===== src/rtl/wsed_pkg.sv =====
// Package with shared types and constants for the weighted squared distance block.
package wsed_pkg;

    localparam int unsigned MAX_CLUSTERS_DEF = 16;
    localparam int unsigned MAX_FEATURES_DEF = 64;

    localparam logic CMD_LOAD   = 1'b0;
    localparam logic CMD_SAMPLE = 1'b1;

    localparam logic REG_CLUSTER_COUNT = 1'b0;
    localparam logic REG_FEATURE_COUNT = 1'b1;

    typedef struct packed {
        logic               cmd;
        logic        [5:0]  cluster_index;
        logic        [7:0]  feature_index;
        logic signed [15:0] value;
        logic        [15:0] weight;
    } in_item_t;

    typedef struct packed {
        logic [5:0]  result_cluster;
        logic [63:0] distance;
        logic        last_cluster;
    } out_item_t;

    typedef struct packed {
        logic               upd;
        logic               clr;
        logic signed [15:0] x;
        logic        [15:0] w;
    } cell_ctl_t;

endpackage


===== src/rtl/wsed_ram.sv =====
// Generic single-port-write, registered-read RAM.
module wsed_ram #(
    parameter int unsigned WIDTH = 16,
    parameter int unsigned DEPTH = 64
) (
    input  logic                     clk,
    input  logic                     we,
    input  logic [$clog2(DEPTH)-1:0] waddr,
    input  logic [WIDTH-1:0]         wdata,
    input  logic [$clog2(DEPTH)-1:0] raddr,
    output logic [WIDTH-1:0]         rdata
);

    logic [WIDTH-1:0] mem [DEPTH];

    always_ff @(posedge clk)
    begin
        if (we)
        begin
            mem[waddr] <= wdata;
        end
        rdata <= mem[raddr];
    end

endmodule


===== src/rtl/wsed_cell.sv =====
// One cluster cell: center memory, squared-difference pipeline and accumulator.
module wsed_cell #(
    parameter int unsigned MAX_FEATURES = wsed_pkg::MAX_FEATURES_DEF
) (
    input  logic                            clk,
    input  logic                            rst_n,
    input  logic                            we,
    input  logic [$clog2(MAX_FEATURES)-1:0] waddr,
    input  logic [15:0]                     wdata,
    input  logic [$clog2(MAX_FEATURES)-1:0] raddr,
    input  wsed_pkg::cell_ctl_t             ctl,
    input  logic                            shift,
    input  logic [63:0]                     shift_in,
    output logic [63:0]                     acc
);

    localparam int unsigned AW = $clog2(MAX_FEATURES);

    logic [15:0]        center;
    logic               upd_reg;
    logic               clr_reg;
    logic signed [15:0] x_reg;
    logic [15:0]        w_reg;
    logic               upd2_reg;
    logic               clr2_reg;
    logic [32:0]        sq_reg;
    logic [15:0]        w2_reg;
    logic signed [16:0] diff;
    logic [33:0]        sq_full;
    logic [48:0]        term;
    logic [64:0]        sum;
    logic [63:0]        acc_reg;
    logic [63:0]        acc_next;

    wsed_ram #(.WIDTH(16), .DEPTH(MAX_FEATURES)) u_ram (
        .clk   (clk),
        .we    (we),
        .waddr (waddr[AW-1:0]),
        .wdata (wdata),
        .raddr (raddr),
        .rdata (center)
    );

    assign diff    = 17'(x_reg) - 17'($signed(center));
    assign sq_full = 34'($signed(diff) * $signed(diff));
    assign term    = 49'(sq_reg) * 49'(w2_reg);
    assign sum     = 65'(acc_reg) + 65'(term);

    always_comb
    begin
        acc_next = acc_reg;
        if (shift)
        begin
            acc_next = shift_in;
        end
        else if (upd2_reg)
        begin
            acc_next = sum[64] ? '1 : sum[63:0];
            if (clr2_reg)
            begin
                acc_next = acc_next;
            end
        end
    end

    always_ff @(posedge clk or negedge rst_n)
    begin
        if (!rst_n)
        begin
            upd_reg  <= 1'b0;
            upd2_reg <= 1'b0;
            clr_reg  <= 1'b0;
            clr2_reg <= 1'b0;
            acc_reg  <= '0;
        end
        else
        begin
            upd_reg  <= ctl.upd;
            clr_reg  <= ctl.clr;
            upd2_reg <= upd_reg;
            clr2_reg <= clr_reg;
            acc_reg  <= acc_next;
        end
    end

    always_ff @(posedge clk)
    begin
        x_reg  <= ctl.x;
        w_reg  <= ctl.w;
        sq_reg <= sq_full[32:0];
        w2_reg <= w_reg;
    end

    assign acc = acc_reg;

endmodule


===== config.mk =====
export PLATFORM = sky130hd
export DESIGN_NAME = wsed_cell
export DESIGN_NICKNAME = d
export VERILOG_FILES = /design/src/rtl/wsed_pkg.sv /design/src/rtl/wsed_ram.sv /design/src/rtl/wsed_cell.sv
export SDC_FILE = /design/constraint.sdc
export NUM_CORES = 2
export LEC_CHECK = 0
export BUFFER_PORTS_ARGS = -buffer_cell sky130_fd_sc_hd__buf_2
export CORE_ASPECT_RATIO = 0.5
export CORE_UTILIZATION = 30
export DETAILED_ROUTE_END_ITERATION = 8
export SYNTH_ARGS = -nofsm -noshare
export SYNTH_HDL_FRONTEND = slang
export SYNTH_HIERARCHICAL = 1
export SYNTH_SLANG_ARGS = --single-unit

===== constraint.sdc =====
create_clock -name clk -period 8.66 [get_ports clk]
set_input_delay 0.433 -clock clk [delete_from_list [all_inputs] [get_ports clk]]
set_output_delay 0.433 -clock clk [all_outputs]
set_load 0.02 [all_outputs]

Word-level counts from Yosys, hierarchy flattened
Memories as Yosys holds them, arrays and structs flattened. A register that Yosys moved wholly into a read port is not among the register bits.
Index checks and enable logic that the tools add are counted.

storage, ports and cells
  bits in registers = 147
  input port bits = 130
  memory bits (writable) = 1024
  output and inout port bits = 64
  memories = 1

memories
  memory     depth  bits a word  rd ports  clocked after Yosys merged registers in  wr ports  line            text
  u_ram.mem  64     16           1         1                                        1         wsed_ram.sv:14  logic [WIDTH-1:0] mem [DEPTH];

cells by class
  reduce and logical (&&, ||, !) cells = 1
  mux-type cells = 5
  multiply operators = 2
  add/sub/neg operators = 2

operator list
  operator            number
  $mux W64            3
  $add A64 B49 Y65    1
  $mul A33 B16 Y49    1
  $mul A17 B17 Y33    1
  $sub A16 B16 Y17    1
  $mux W1             2
  $reduce_bool A2 Y1  1

Depth between registers and ports, before layout
  depth after elaboration = 5
  gate-level depth with buffers = 39
  depth with buffers taken out = 38

Cells and area by module
Netlist, hierarchy kept.

modules (own cells, without submodules)
  module     seq. area each (um^2)  instances  cells an instance  area an instance (um^2)
  wsed_ram   31069.8                1          1829               40042.2
  wsed_cell  3253.1                 1          3640               32663.8

Worst setup path after synthesis
OpenSTA, ideal clock, no wires.

  kind = reg2reg
  from = reg u_ram.rdata[2] (read register of u_ram.mem)
  to = reg sq_reg[29]
  setup time = 125 ps
  data required time = 8535 ps
  arrival time = 8027 ps
  setup slack = 508 ps
  stages on the path, launching flop included = 36
  path through = dfxtp_1 inv_1 ha_1 nor2b_1 o21ai_1 nand2b_1 a21o_1 a311o_1 a211o_1 a31o_2 a21oi_2 nand2b_1 a21o_2 inv_2 buf_2 nor2_1 fa_1 fa_1 inv_1 fa_1 inv_1 fa_1 fa_1 inv_1 fa_1 inv_1 ha_1 a21oi_1 o21ai_0 nor3_1 a211o_1 o21ai_0 or4_1 a31o_2 a21oi_1 xnor2_1

on the way
  longest elaborated chain between the ends = 2

RTL lines
  item                    line             text
  start: declaration      wsed_ram.sv:11   output logic [WIDTH-1:0] rdata
  $sub A16 B16 Y17        wsed_cell.sv:44  assign diff = 17'(x_reg) - 17'($signed(center));
  $mul A17 B17 Y33        wsed_cell.sv:45  assign sq_full = 34'($signed(diff) * $signed(diff));
  net sq_full[29]         wsed_cell.sv:29  logic [33:0] sq_full;
  end signal: assignment  wsed_cell.sv:90  sq_reg <= sq_full[32:0];
  end: declaration        wsed_cell.sv:26  logic [32:0] sq_reg;

The timed path passes the listed nets, and every way through them passes these cells.
A chain may end at the register's enable or synchronous reset.

Worst setup path after layout
Same ends and word-level chain as after synthesis.

==> impl_metrics.json <==
{
  "status": "complete, no violations",
  "fin_crit_ns": 8.274,
  "ys_seq_area_share_pct": 47.21,
  "worst_path_max_delay_cell": "fa_1",
  "crit_start": "u_ram/rdata[2]",
  "clkTransAtPathRegs_ns": 0.07,
  "final_common_cell": "edfxtp_1",
  "synth_edf_count": 1024,
  "grt_start_max_net_pins": 110,
  "cts_sinks": 1186,
  "io_pins": 194,
  "die_w_um": 698.2,
  "fin_crit_sh_pct": 95.54,
  "die_h_um": 350.1,
  "area_delta_synth_final_pct": 13.02,
  "timing.final.ws_setup_ns": 0.3864,
  "die_area_um2": 244400,
  "arrival_ns": 8.88,
  "r2r_start": "u_ram/rdata[2]",
  "drt_drc_violations_left": 0,
  "worst_pin_slew_ns": 1.248,
  "cp_max_fo": 5,
  "port-buffer-count": 192,
  "skew_ns": 0.04183,
  "nets": 6869,
  "wl_per_cell_um": 19.30,
  "ys_types": 93,
  "hold_path_class": "in -> reg",
  "place_area_um2": 77670,
  "max_cap_violations": 0,
  "largest_reg_flops": 1024,
  "cts_tree": "done",
  "std_cell_rows": 127,
  "crit_required_ns": 9.27,
  "rsz0062_at_grt": "no",
  "drt_iter0_drc": 3255,
  "setup_viol": 0,
  "clock_tree.root_cell": "clkbuf_16",
  "synthArstFlopShare_pct": 5.565,
  "worstHoldStart": "shift_in[58]",
  "max_freq_mhz": 120.9,
  "final_max_slew_viol_count": 0,
  "viasPerCell": 4.761,
  "synth_flop_cell": "edfxtp_1",
  "relSlewSlack_pct": 16.81,
  "place_hpwl_um": 121500,
  "hold_viol": 0,
  "yosysTopAreaCellShare_pct": 42.29,
  "start_kind": "register",
  "path_class": "reg -> reg",
  "drtAntennaViolNets": 0,
  "postSynthAreaPerCell_um2": 13.29,
  "firstDrtPassIters": 6,
  "reg2reg_setup_slack_ns": 0.39,
  "synth_cells": 5469,
  "initial_core_util_pct": 30.26,
  "synth_area_leaders": "edfxtp_1, fa_1, mux4_2",
  "grt_pass1_wl_um": 270300,
  "via_count": 43260,
  "endpoint_kind": "register",
  "cts_buffers": 106,
  "fin_hold_ws_ns": 0.04444,
  "coreArea_um2": 240300,
  "synth.ff_latch_count": 1186,
  "gp_congestion": 0.8531,
  "finalWirelength_um": 175400,
  "cp_common_cell": "fa_1",
  "fin_setup_tns_ns": 0,
  "h-tree-depth": 3,
  "clock_latency_ns": 0.75,
  "synth_top_area_cell": "edfxtp_1",
  "num-fill-cells": 23360,
  "grt_util_all_layers_pct": 14.29,
  "cpPeakStageDelay_ns": 0.55,
  "synth.cell_area_um2": 72710,
  "antenna_found_initial": 11,
  "pre_cts_ws_ns": 0.1720,
  "yosys_warnings": 6,
  "grt_pass1_vias": 45010,
  "drive_gt1_share_pct": 13.77,
  "design_area_um2": 82170,
  "globalRoute.totalOverflow": 0,
  "clockBufferDepth": 3,
  "final_cell_mix": "edfxtp_1, inv_1, fa_1, nand2_1, ha_1"
}
-- layer usage --
layer,vias up,global-route usage [%],routed length [um]
li1,19120,-,-
met1,22810,19.25,75070
met2,1099,24.76,87710
met3,228,1.930,9361
met4,0,2.862,3223
met5,-,0,0
-- worst paths after layout --
check	end	depth (start not counted)
setup / recovery	sq_reg[29]	34
hold / removal	acc[58]	3
setup reg to reg	sq_reg[29]	34
hold reg to reg	w2_reg[12]	0
max in group asynchronous	upd2_reg	3
min in group asynchronous	acc[38]	3
-- repair_timing --
| item | CTS | global route |
|---|---|---|
| endpoints found under the hold margin | 158 | 0 |
| buffers inserted | 0 | 4 |
| hold buffers | 93 | 0 |
| gates resized for setup | 0 | 16 |
| endpoints found under the setup margin | 0 | 6 |
-- logic make-up (layout without fill, tap and decap cells) --
family	count (synthesis)	after routing	share of synthesized area (%)
and+or+nand+nor	1203	1203	7.417
buffers and inverters	1146	1534	6.429
xor gates and xnor gates	98	98	1.191
other	2	7	0.01033
adders and majority gates	964	964	24.19
AOI/OAI and AO/OA	532	532	4.980
DFF	1186	1186	47.21
muxes	338	338	8.575
-- stage by stage --
step	instances	utilization (%)
after global placement	8795	32.33
after detailed placement	8795	32.33
after floorplan	5473	-
final	9087	34.20
after CTS	9082	34.17
after global routing	9086	34.20
-- worst max-delay path, delay by kind of cell, from the launching register on --
family	cells	cell delay, ns
adder cells (fa/ha/maj)	8	3.61
AO/OA/AOI/OAI	13	2.64
AND/OR/NAND/NOR	6	1.19
buffers and inverters	6	0.28
XOR/XNOR	1	0.13
flip-flops	1	0.31
-- cell usage after synthesis, drive strengths merged (23+ instances only) --
| master | count |
|---|---|
| fa | 736 |
| mux4 | 224 |
| mux2 | 27 |
| a31oi | 23 |
| nand4 | 25 |
| ha | 228 |
| o22ai | 23 |
| buf | 88 |
| nor2 | 227 |
| nor2b | 45 |
| o21ai | 101 |
| nand2 | 625 |
| clkbuf | 164 |
| nor3 | 27 |
| xnor2 | 68 |
| a22oi | 42 |
| and2 | 138 |
| edfxtp | 1024 |
| a21o | 54 |
| inv | 891 |
| nand3 | 44 |
| mux2i | 87 |
| dfxtp | 96 |
| xor2 | 30 |
| dfrtp | 66 |
| a21oi | 116 |
-- area by class of cell --
| cell class | instances | area, um2 | area share (%) |
|---|---|---|---|
| well taps | 3225 | 4035 | 4.911 |
| multi-input cells | 3141 | 33790 | 41.12 |
| inverters | 894 | 3356 | 4.084 |
| clock inverters | 57 | 665.6 | 0.8101 |
| flip-flops and latches | 1186 | 34320 | 41.77 |
| repair buffers | 446 | 3174 | 3.863 |
| clock buffers | 137 | 2821 | 3.434 |
| diodes | 1 | 2.502 | 0.003045 |
Power is not shown: default switching activity piles up to over one toggle a cycle in this logic, so the estimate is an artifact.
